File: src/rtl/ptd_pkg.sv
// ============================================================================
// ptd_pkg
// Shared types and codes for the periodic task dispatcher: table entry
// layout, request modes, result status codes and controller states.
// ============================================================================
package ptd_pkg;

   // Fixed field widths of the request and result channels
   localparam int MODE_W   = 2;
   localparam int TIME_W   = 16;
   localparam int ID_W     = 8;
   localparam int PRIO_W   = 8;
   localparam int SLOT_W   = 4;
   localparam int STATUS_W = 3;
   localparam int OCC_W    = 5;

   // One table entry, as held in a cell
   typedef struct packed {
      logic [ID_W-1:0]   id;
      logic [PRIO_W-1:0] prio;
      logic [TIME_W-1:0] period;
      logic [TIME_W-1:0] last_run;
   } entry_type;

   // Request modes
   typedef enum logic [MODE_W-1:0] {
      MODE_TICK   = 2'd0,
      MODE_ADD    = 2'd1,
      MODE_REMOVE = 2'd2,
      MODE_NONE   = 2'd3
   } mode_type;

   // Result status codes
   typedef enum logic [STATUS_W-1:0] {
      STAT_DISPATCH = 3'd0,
      STAT_NONE_DUE = 3'd1,
      STAT_ADDED    = 3'd2,
      STAT_REMOVED  = 3'd3,
      STAT_FULL     = 3'd4,
      STAT_BAD_SLOT = 3'd5
   } status_type;

   // Controller states
   typedef enum logic [1:0] {
      ST_IDLE,
      ST_SWEEP,
      ST_FINISH
   } state_type;

endpackage

File: src/rtl/ptd_cell.sv
// ============================================================================
// ptd_cell
// One table cell: holds a single task entry and loads its neighbor's entry
// whenever the ring advances.
// ============================================================================
module ptd_cell
   import ptd_pkg::*;
(
   input  logic      clock,
   input  logic      shift_en,
   input  entry_type entry_in,
   output entry_type entry_ff
);

   // Take the neighbor's entry on each ring step
   always_ff @(posedge clock) begin
      if (shift_en) begin
         entry_ff <= entry_in;
      end
   end

endmodule

File: src/rtl/periodic_task_dispatcher.sv
// ============================================================================
// periodic_task_dispatcher
// Priority-ordered table of periodic tasks kept in a ring of cells. Most
// operations rotate the ring; the tail feed reorders entries on the way.
// ============================================================================
//
//   channel   ports    direction   transfer carries
//   -------   ------   ---------   ---------------------------------------
//   request   req_*    in          mode, now, task_id, prio, period, slot
//   result    rsp_*    out         status, id, prio, slot, occupancy, last
//
// A tick or an add rotates the ring once around and a remove runs past a full
// turn, one entry through the head cell per cycle; the FINISH state then
// delivers the final result and IDLE accepts the next request. A full-table
// add or a bad slot skips the rotation and goes straight to FINISH.
// A stalled result register pauses the rotation until it drains.
// Synchronous reset empties the table; entry contents are not cleared.
// ============================================================================
module periodic_task_dispatcher
   import ptd_pkg::*;
#(
   parameter int MAX_TASKS = 16
)
(
   input  logic                clock,
   input  logic                reset,

   input  logic                req_valid,
   output logic                req_ready,
   input  logic [MODE_W-1:0]   req_mode,
   input  logic [TIME_W-1:0]   req_now,
   input  logic [ID_W-1:0]     req_task_id,
   input  logic [PRIO_W-1:0]   req_prio,
   input  logic [TIME_W-1:0]   req_period,
   input  logic [SLOT_W-1:0]   req_slot,

   output logic                rsp_valid,
   input  logic                rsp_ready,
   output logic [STATUS_W-1:0] rsp_status,
   output logic [ID_W-1:0]     rsp_run_id,
   output logic [PRIO_W-1:0]   rsp_run_prio,
   output logic [SLOT_W-1:0]   rsp_run_slot,
   output logic [OCC_W-1:0]    rsp_occupancy,
   output logic                rsp_last
);

   localparam int CW = $clog2(MAX_TASKS + 1);
   localparam int IW = $clog2(MAX_TASKS);

   // Ring of cells
   entry_type cell_q [MAX_TASKS];
   entry_type tail_in;
   entry_type head;
   logic      shift_en;

   // Controller and request hold
   state_type             state_ff, state_in;
   mode_type              op_ff;
   status_type            fin_status_ff;
   logic [TIME_W-1:0]     now_ff;
   logic [ID_W-1:0]       nid_ff;
   logic [PRIO_W-1:0]     nprio_ff;
   logic [TIME_W-1:0]     nper_ff;
   logic [SLOT_W-1:0]     slot_ff;
   logic [CW-1:0]         step_ff;
   logic [CW-1:0]         count_ff, count_in;
   entry_type             carry_ff;
   logic                  placed_ff;

   // Pending dispatch (held back until it is known whether it is the final one)
   logic                  pend_vld_ff;
   logic [ID_W-1:0]       pend_id_ff;
   logic [PRIO_W-1:0]     pend_prio_ff;
   logic [IW-1:0]         pend_slot_ff;

   // Result register
   logic                  rsp_valid_ff;
   status_type            rsp_status_ff, rsp_status_in;
   logic [ID_W-1:0]       rsp_id_ff, rsp_id_in;
   logic [PRIO_W-1:0]     rsp_prio_ff, rsp_prio_in;
   logic [SLOT_W-1:0]     rsp_slot_ff, rsp_slot_in;
   logic [OCC_W-1:0]      rsp_occ_ff, rsp_occ_in;
   logic                  rsp_last_ff, rsp_last_in;
   logic                  rsp_load;

   // Decode helpers
   logic                  req_xfer;
   logic                  out_free;
   logic [CW-1:0]         step_lim;
   logic                  sweep_last;
   logic [IW-1:0]         step_idx;
   logic                  step_live;
   logic [TIME_W-1:0]     elapsed;
   logic                  head_due;
   logic                  tick_hit;
   logic                  ins_here;
   logic                  step_in_gap;
   logic                  table_full;
   logic                  req_bad_slot;
   logic [CW+SLOT_W-1:0]  req_slot_ext, slot_ext, cnt_ext, step_ext;
   logic [IW+SLOT_W-1:0]  pend_slot_ext;
   logic [CW+OCC_W-1:0]   occ_ext;

   // Build the ring: each cell loads from its upper neighbor, the top from the feed
   for (genvar i = 0; i < MAX_TASKS; i++) begin : g_cell
      if (i == MAX_TASKS - 1) begin : g_top
         ptd_cell u_cell (
            .clock    (clock),
            .shift_en (shift_en),
            .entry_in (tail_in),
            .entry_ff (cell_q[i])
         );
      end else begin : g_mid
         ptd_cell u_cell (
            .clock    (clock),
            .shift_en (shift_en),
            .entry_in (cell_q[i+1]),
            .entry_ff (cell_q[i])
         );
      end
   end

   assign head = cell_q[0];

   // Decode the current step
   assign req_xfer     = req_valid && req_ready;
   assign out_free     = !rsp_valid_ff || rsp_ready;
   assign step_lim     = (op_ff == MODE_REMOVE) ? CW'(MAX_TASKS) : CW'(MAX_TASKS - 1);
   assign sweep_last   = (step_ff == step_lim);
   assign step_idx     = step_ff[IW-1:0];
   assign step_live    = (step_ff < count_ff);
   assign elapsed      = now_ff - head.last_run;
   assign head_due     = (elapsed >= head.period);
   assign tick_hit     = (op_ff == MODE_TICK) && step_live && head_due;
   assign ins_here     = (op_ff == MODE_ADD) && !placed_ff
                         && (!step_live || (head.prio > nprio_ff));
   assign req_slot_ext = {{CW{1'b0}}, req_slot};
   assign slot_ext     = {{CW{1'b0}}, slot_ff};
   assign cnt_ext      = {{SLOT_W{1'b0}}, count_ff};
   assign step_ext     = {{SLOT_W{1'b0}}, step_ff};
   assign step_in_gap  = (step_ff != '0) && (step_ext <= slot_ext);
   assign table_full   = (count_ff == CW'(MAX_TASKS));
   assign req_bad_slot = (req_slot_ext >= cnt_ext);
   assign pend_slot_ext = {{SLOT_W{1'b0}}, pend_slot_ff};

   // Select what enters the top of the ring
   always_comb begin
      tail_in = head;
      unique case (op_ff)
         MODE_TICK: begin
            if (tick_hit) begin
               tail_in.last_run = now_ff;
            end
         end
         MODE_ADD: begin
            if (placed_ff) begin
               tail_in = carry_ff;
            end else if (ins_here) begin
               tail_in.id       = nid_ff;
               tail_in.prio     = nprio_ff;
               tail_in.period   = nper_ff;
               tail_in.last_run = '0;
            end
         end
         MODE_REMOVE: begin
            if (step_in_gap) begin
               tail_in = carry_ff;
            end
         end
         default: begin
            tail_in = head;
         end
      endcase
   end

   // Next state
   always_comb begin
      state_in = state_ff;
      unique case (state_ff)
         ST_IDLE: begin
            if (req_valid) begin
               unique case (mode_type'(req_mode))
                  MODE_TICK:   state_in = ST_SWEEP;
                  MODE_ADD:    state_in = table_full ? ST_FINISH : ST_SWEEP;
                  MODE_REMOVE: state_in = req_bad_slot ? ST_FINISH : ST_SWEEP;
                  default:     state_in = ST_IDLE;
               endcase
            end
         end
         ST_SWEEP: begin
            if (out_free && sweep_last) begin
               state_in = ST_FINISH;
            end
         end
         ST_FINISH: begin
            if (out_free) begin
               state_in = ST_IDLE;
            end
         end
         default: begin
            state_in = ST_IDLE;
         end
      endcase
   end

   // Table size after the final result
   always_comb begin
      count_in = count_ff;
      if ((state_ff == ST_FINISH) && out_free) begin
         if (fin_status_ff == STAT_ADDED) begin
            count_in = count_ff + CW'(1);
         end else if (fin_status_ff == STAT_REMOVED) begin
            count_in = count_ff - CW'(1);
         end
      end
   end

   assign occ_ext = {{OCC_W{1'b0}}, count_in};

   // Outputs: handshake, ring advance and result contents
   always_comb begin
      req_ready     = 1'b0;
      shift_en      = 1'b0;
      rsp_load      = 1'b0;
      rsp_status_in = STAT_DISPATCH;
      rsp_id_in     = pend_id_ff;
      rsp_prio_in   = pend_prio_ff;
      rsp_slot_in   = pend_slot_ext[SLOT_W-1:0];
      rsp_occ_in    = occ_ext[OCC_W-1:0];
      rsp_last_in   = 1'b0;
      unique case (state_ff)
         ST_IDLE: begin
            req_ready = 1'b1;
         end
         ST_SWEEP: begin
            shift_en = out_free;
            rsp_load = out_free && tick_hit && pend_vld_ff;
         end
         ST_FINISH: begin
            rsp_load    = out_free;
            rsp_last_in = 1'b1;
            unique case (fin_status_ff)
               STAT_NONE_DUE: begin
                  if (!pend_vld_ff) begin
                     rsp_status_in = STAT_NONE_DUE;
                     rsp_id_in     = '0;
                     rsp_prio_in   = '0;
                     rsp_slot_in   = '0;
                  end
               end
               STAT_ADDED: begin
                  rsp_status_in = STAT_ADDED;
                  rsp_id_in     = nid_ff;
                  rsp_prio_in   = nprio_ff;
               end
               STAT_REMOVED, STAT_BAD_SLOT: begin
                  rsp_status_in = fin_status_ff;
                  rsp_id_in     = '0;
                  rsp_prio_in   = '0;
                  rsp_slot_in   = slot_ff;
               end
               default: begin
                  rsp_status_in = fin_status_ff;
                  rsp_id_in     = '0;
                  rsp_prio_in   = '0;
                  rsp_slot_in   = '0;
               end
            endcase
         end
         default: begin
            req_ready = 1'b0;
         end
      endcase
   end

   // Control registers
   always_ff @(posedge clock) begin
      if (reset) begin
         state_ff     <= ST_IDLE;
         count_ff     <= '0;
         rsp_valid_ff <= 1'b0;
         pend_vld_ff  <= 1'b0;
         placed_ff    <= 1'b0;
         op_ff        <= MODE_NONE;
      end else begin
         state_ff <= state_in;
         count_ff <= count_in;
         // Hold the result until the consumer takes it
         if (rsp_load) begin
            rsp_valid_ff <= 1'b1;
         end else if (rsp_ready) begin
            rsp_valid_ff <= 1'b0;
         end
         if (req_xfer) begin
            op_ff       <= mode_type'(req_mode);
            pend_vld_ff <= 1'b0;
            placed_ff   <= 1'b0;
         end else if (shift_en) begin
            if (tick_hit) begin
               pend_vld_ff <= 1'b1;
            end
            if (ins_here) begin
               placed_ff <= 1'b1;
            end
         end
      end
   end

   // Request hold, step counter and pending dispatch
   always_ff @(posedge clock) begin
      if (req_xfer) begin
         now_ff   <= req_now;
         nid_ff   <= req_task_id;
         nprio_ff <= req_prio;
         nper_ff  <= req_period;
         slot_ff  <= req_slot;
         step_ff  <= '0;
         unique case (mode_type'(req_mode))
            MODE_ADD:    fin_status_ff <= table_full ? STAT_FULL : STAT_ADDED;
            MODE_REMOVE: fin_status_ff <= req_bad_slot ? STAT_BAD_SLOT : STAT_REMOVED;
            default:     fin_status_ff <= STAT_NONE_DUE;
         endcase
      end else if (shift_en) begin
         step_ff  <= step_ff + CW'(1);
         carry_ff <= head;
         if (tick_hit) begin
            pend_id_ff   <= head.id;
            pend_prio_ff <= head.prio;
            pend_slot_ff <= step_idx;
         end
         if (ins_here) begin
            pend_slot_ff <= step_idx;
         end
      end
   end

   // Result payload
   always_ff @(posedge clock) begin
      if (rsp_load) begin
         rsp_status_ff <= rsp_status_in;
         rsp_id_ff     <= rsp_id_in;
         rsp_prio_ff   <= rsp_prio_in;
         rsp_slot_ff   <= rsp_slot_in;
         rsp_occ_ff    <= rsp_occ_in;
         rsp_last_ff   <= rsp_last_in;
      end
   end

   assign rsp_valid     = rsp_valid_ff;
   assign rsp_status    = rsp_status_ff;
   assign rsp_run_id    = rsp_id_ff;
   assign rsp_run_prio  = rsp_prio_ff;
   assign rsp_run_slot  = rsp_slot_ff;
   assign rsp_occupancy = rsp_occ_ff;
   assign rsp_last      = rsp_last_ff;

`ifndef SYNTHESIS
   // Table never holds more than its capacity
   a_count_bound: assert property (@(posedge clock) disable iff (reset)
      count_ff <= CW'(MAX_TASKS))
      else $error("task count above capacity");

   // Sweep step stays within one rotation
   a_step_bound: assert property (@(posedge clock) disable iff (reset)
      (state_ff == ST_SWEEP) |-> (step_ff <= CW'(MAX_TASKS)))
      else $error("sweep step past rotation length");

   // Dispatches delivered during a sweep are never the final result
   a_mid_not_last: assert property (@(posedge clock) disable iff (reset)
      ((state_ff == ST_SWEEP) && rsp_load) |=> (rsp_valid_ff && !rsp_last_ff))
      else $error("final flag set inside sweep");

   // Closing transfer always carries the final flag
   a_finish_last: assert property (@(posedge clock) disable iff (reset)
      ((state_ff == ST_FINISH) && out_free) |=> (rsp_valid_ff && rsp_last_ff))
      else $error("closing result without final flag");

   // An add that reaches its final result has placed the new entry
   a_add_placed: assert property (@(posedge clock) disable iff (reset)
      ((state_ff == ST_FINISH) && (fin_status_ff == STAT_ADDED)) |-> placed_ff)
      else $error("add finished without inserting");
`endif

endmodule
File: config.mk
export PLATFORM = sky130hd
export DESIGN_NAME = periodic_task_dispatcher
export DESIGN_NICKNAME = d
export VERILOG_FILES = /design/src/rtl/ptd_pkg.sv /design/src/rtl/ptd_cell.sv /design/src/rtl/periodic_task_dispatcher.sv
export SDC_FILE = /design/constraint.sdc
export NUM_CORES = 1
export LEC_CHECK = 0
export ABC_AREA = 1
export BUFFER_PORTS_ARGS = -buffer_cell sky130_fd_sc_hd__buf_4
export CAP_MARGIN = 20
export CORE_MARGIN = 2
export CORE_UTILIZATION = 60
export CTS_CLUSTER_DIAMETER = 40
export CTS_CLUSTER_SIZE = 12
export DETAILED_ROUTE_END_ITERATION = 10
export GPL_TIMING_DRIVEN = 0
export HOLD_SLACK_MARGIN = 0.03
export PLACE_DENSITY_LB_ADDON = 0.2
export SLEW_MARGIN = 20
export SYNTH_ARGS = -nofsm -noshare
export SYNTH_HDL_FRONTEND = slang
export SYNTH_HIERARCHICAL = 1
export SYNTH_SLANG_ARGS = --single-unit
File: constraint.sdc
create_clock -name clock -period 43 [get_ports clock]
set_input_delay 4.3 -clock clock [delete_from_list [all_inputs] [get_ports clock]]
set_output_delay 4.3 -clock clock [all_outputs]
set_load 0.02 [all_outputs]
## Word-level counts from Yosys, hierarchy flattened

Index checks and enable logic that the tools add are counted.

| cells by class | value |
|---|---|
| equal/unequal tests | 15 |
| add/sub/neg operators | 4 |
| reductions and logical operators | 29 |
| magnitude comparators | 5 |
| bitwise gates (word level) | 1 |
| multiplexer cells | 39 |

Operators by type and width:

| operator | number |
|---|---|
| $mux W48 | 3 |
| $pmux W32 S2 | 1 |
| $pmux W16 S3 | 1 |
| $mux W8 | 4 |
| $pmux W8 S2 | 2 |
| $mux W5 | 4 |
| $ge A16 B16 Y1 | 1 |
| $mux W16 | 1 |
| $mux W4 | 4 |
| $sub A16 B16 Y16 | 1 |
| $pmux W2 S3 | 2 |
| $pmux W3 S2 | 2 |
| $pmux W4 S3 | 1 |
| $add A5 B1 Y5 const B | 2 |
| $logic_and A1 B1 Y1 | 10 |
| $mux W2 | 5 |
| $reduce_and A3 Y1 | 3 |
| $gt A8 B8 Y1 | 1 |
| $eq A2 B1 Y1 const B | 3 |
| $eq A2 B2 Y1 const B | 3 |
| $eq A3 B2 Y1 const B | 2 |
| $logic_not A2 Y1 | 3 |
| $mux W1 | 6 |
| $mux W3 | 2 |
| other kinds (17) | 26 |

| storage, ports and cells | value |
|---|---|
| word-level logic and storage cells | 183 |
| flip-flop bits (word level) | 937 |
| output and inout port bits | 31 |
| input port bits | 58 |

## Longest topological paths before layout

| logic depth | value |
|---|---|
| word-level depth | 7 |
| mapped depth | 24 |
| depth with buffers taken out | 23 |

## Modules after synthesis

The synthesis kept the hierarchy.

By module, submodules not included:

| module | times used | cells each | area each (µm²) | sequential area each (µm²) |
|---|---|---|---|---|
| ptd_cell | 16 | 48 | 1441.4 | 1441.4 |
| periodic_task_dispatcher | 1 | 1232 | 10397.5 | 4904.7 |

## Worst setup path after synthesis

Ideal clock, no wire load.

| timing | value |
|---|---|
| kind | in2reg |
| start point | in rsp_ready |
| end point | reg carry_ff[0] (netlist bit) (enable) |
| data required time | 42.548 ns |
| slack | 13.192 ns |
| cell stages on the path | 4 |
| setup time | 0.452 ns |
| arrival time | 29.356 ns |
| cell sequence | nor2_1 > nor2_2 > inv_1 > nor2_1 |

| between the ends | value |
|---|---|
| longest elaborated chain between the ends | 3 |

Ends and longest elaborated chain:

| what | line | source |
|---|---|---|
| from (decl) | periodic_task_dispatcher.sv:38 | `input logic rsp_ready,` |
| $logic_or A1 B1 Y1 | periodic_task_dispatcher.sv:127 | `assign out_free = !rsp_valid_ff \|\| rsp_ready;` |
| $mux W1 | periodic_task_dispatcher.sv:231 | `unique case (state_ff)` |
| via shift_en | periodic_task_dispatcher.sv:54 | `logic shift_en;` |
| $reduce_and A2 Y1 (no line) | -- |  |
| to (signal assigned) | periodic_task_dispatcher.sv:325 | `carry_ff <= head;` |
| to (decl) | periodic_task_dispatcher.sv:67 | `entry_type carry_ff;` |

The timed path passes the listed nets, and every way through them passes these cells.
A chain may end at the register's enable or synchronous reset.

## Worst setup path in the final report

| timing | value |
|---|---|
| start point | in rsp_ready |
| end point | reg pend_id_ff[1] (enable) |

| between the ends | value |
|---|---|
| longest elaborated chain between the ends | 3 |

Ends and longest elaborated chain:

| what | line | source |
|---|---|---|
| $logic_or A1 B1 Y1 | periodic_task_dispatcher.sv:127 |  |
| $mux W1 | periodic_task_dispatcher.sv:231 |  |
| via shift_en | periodic_task_dispatcher.sv:54 |  |
| $reduce_and A3 Y1 (no line) | -- |  |
| to (signal assigned) | periodic_task_dispatcher.sv:327 | `pend_id_ff <= head.id;` |
| to (decl) | periodic_task_dispatcher.sv:72 | `logic [ID_W-1:0] pend_id_ff;` |

The timed path passes the listed nets, and every way through them passes these cells.

==> metrics.md <==
| Metric | Value |
|---|---|
| Max-slew headroom | `43.1%` |
| Ys Warns | `6` |
| Slowest stage cell, crit path | `nor2_4` |
| Tightest Pin Transition | `852 ps` |
| Number of synthesized flops with an enable pin | `920` |
| First-pass GRT wire length | `95.8 mm` |
| Syn_area_per_cell | `16.7 µm²` |
| Netlist cell types | `51` |
| Resize count post-CTS | `0` |
| Post-CTS Setup Bufs | `0` |
| Total chip power | `2.19 mW` |
| Antenna violations before repair | `4` |
| GRT overflow | `0` |
| Fin area | `39,500 µm²` |
| Sink Count | `937` |
| Final Max Tran Viols | `0` |
| Avg WL per Cell | `20.5 µm` |
| Final setup violation count | `0` |
| Hold buffers post-CTS | `0` |
| Slowest stage delay, CP | `670 ps` |
| Worst-Skew Late Latency | `670 ps` |
| Crit path top cell by count | `buf_16` |
| Setup crit end kind | `register` |
| Syn nets | `2,125` |
| DIE HEIGHT | `240 µm` |
| Min-Delay Path Class | `reg2reg` |
| Placed Area | `35,900 µm²` |
| Worst Path Required | `43,380 ps` |
| Root Driver | `clkbuf_16` |
| TritonCTS clock tree | `yes` |
| Clock Pin Slew Worst Setup and Hold Paths | `60 ps` |
| WS Path Type | `in2reg` |
| Min Clock Period, post-route | `6850 ps` |
| Final Worst Setup Slack | `36,150 ps` |
| Hold Worst Slack | `404 ps` |
| I/O pins | `89` |
| Residual DRC | `0` |
| Worst clock skew | `22.7 ps` |
| Cells after synthesis | `2,000` |
| Ys async rst share | `0%` |
| Vias | `17.0k` |
| Fin nets | `2,361` |
| Fmax | `146 MHz` |
| Die ar. | `57,700 µm²` |
| Worst-path cell chain | `buf_4 -> nor2_1 -> nor2_4 -> buf_12 -> buf_16 -> buf_16 -> buf_16 -> buf_16 -> nand3_1 -> nor2_2 -> buf_6` |
| Crit path max fanout | `28` |
| Longest Clk Path Bufs | `3` |
| Commonest non-fill, non-tap cell in the layout | `edfxtp_1` |
| DR iter-0 viols | `1,504` |
| Total CTS buffers | `111` |
| Max_cap viols | `0` |
| Setup slack at placement | `35,490 ps` |
| Core footprint | `55,100 µm²` |
| Area growth syn-to-layout | `18.0%` |
| RePlAce Congestion | `0.852` |
| Commonest non-fill, non-tap cells in the layout | `edfxtp_1, nand2_1, nor2_1` |
| Starting density of the core | `60.7%` |
| Total GRT Usage | `22.4%` |
| Leakage power | `13.9 nW` |
| WP data arrival | `7220 ps` |
| FF+latch count, synth | `937` |
| Max IR drop VDD | `0.0000446 V` |
| Buffers on Ports | `87` |
| Setup TNS | `0 ps` |
| Antenna viol nets, final | `0` |
| Mapped Area | `33,500 µm²` |
| Share of layout cells above drive strength 1 | `14.8%` |
| Vias per cell | `5.57` |
| Largest net degree at the start of global routing | `46` |
| Seq/Total Area, Yosys | `83.6%` |
| Row count | `86` |
| Drt total wl | `62.6 mm` |
| TritonRoute pass-1 iters | `5` |
| RSZ-0062 raised after global routing | `no` |
| P per Cell Area | `55.5 nW/µm²` |
| Endpoints failing hold | `0` |
| Vias in the first global route | `17.2k` |
| Post-DP HPWL | `38.8 mm` |
| Final worst-path cycle share | `15.9%` |
| Max H-tree Level | `3` |
| DIE WIDTH | `240 µm` |
| Startpoint types | `input pin` |
| Most used DFF post-synth | `edfxtp_1` |
| Status | `completed` |
==> state kept, by name, summed over array words and instances, names as in the netlist, 4 cells and up <==
name,count
g_cell.g_mid.u_cell/entry_ff,720
now_ff,16
carry_ff,48
slot_ff,4
count_ff,5
nper_ff,16
pend_slot_ff,4
pend_prio_ff,8
nprio_ff,8
rsp_run_slot,4
rsp_run_prio,8
rsp_run_id,8
step_ff,5
pend_id_ff,8
g_cell.g_top.u_cell/entry_ff,48
rsp_occupancy,5
nid_ff,8
==> synth_stat cells, drive strengths merged, types with 2 or more instances <==
cell    instances  area (µm²)
xnor2           9        78.8
edfxtp        920       27600
nor3           10        71.3
nand4           7        43.8
a22oi          17         128
o22ai           4        25.0
a21oi         117         604
clkbuf         29         149
o211ai          3        22.5
dfxtp          17         340
buf            21         140
nand2         244         936
o21bai          2        15.0
inv           144         541
nand3b         14         105
o21ai         123         619
o221ai          2        23.8
nor2          178         691
nor3b           3        22.5
ha             66         826
a21o            4        30.0
xor2           10        87.6
nand3          45         235
==> logic make-up (layout without fill, tap and decap cells) <==
group | Yosys count | count (layout) | share of synthesized area [%]
buffers and inverters | 195 | 505 | 2.51
other | 0 | 1 | 0
adders and majority gates | 67 | 67 | 2.53
DFF | 937 | 937 | 83.6
AOI/OAI and AO/OA | 279 | 279 | 4.55
xor gates and xnor gates | 19 | 19 | 0.497
and+or+nand+nor | 503 | 503 | 6.33
==> layout make-up <==
class	count	area, µm²
inverter	144	543
multi-input combinational	868	4670
clock buffer	124	2870
antenna	1	2.50
buffer	51	299
timing repair buffer	123	1500
sequential	937	28000
tap	748	936
fill	3313	15600
clock inverter	63	711
==> where the power goes <==
part	internal (mW)	switching, mW
sequential	1.08	0.0207
clock	0.542	0.367
combinational	0.0589	0.128
total	1.68	0.515
==> through the flow <==
step	utilization, %	std cells
after CTS	71.7	3058
after floorplan	-	2000
final	71.7	3059
after global routing	71.7	3058
after global placement	63.6	2835
after detailed placement	65.2	2871
==> critical path, delay by kind of cell <==
kind	cells	cell delay [ps]
simple gates	4	1550
buf+inv	7	1330
==> path summary, 6_finish.rpt <==
kind / startpoint / endpoint / slack (ps) / cells after the start
setup / recovery: rsp_ready / pend_id_ff[1] / 36150 / 11
hold reg to reg: g_cell[2].g_mid.u_cell/entry_ff[31] / g_cell[1].g_mid.u_cell/entry_ff[31] / 400 / 0
setup reg to reg: g_cell[0].g_mid.u_cell/entry_ff[0] / pend_id_ff[1] / 37880 / 18
hold / removal: g_cell[2].g_mid.u_cell/entry_ff[31] / g_cell[1].g_mid.u_cell/entry_ff[31] / 400 / 0
==> metal layers <==
metal / routed length (µm) / up-vias / part of all wire (%) / track usage [%]
met3: 4480 / 176 / 7.2 / 4.83
met4: 2300 / 0 / 3.7 / 9.71
li1: - / 7789 / - / -
met5: 0 / - / 0 / 0
met2: 28900 / 694 / 46 / 34.6
met1: 26900 / 8378 / 43 / 31.2
Note: power is estimated with default switching activity, not from simulation.
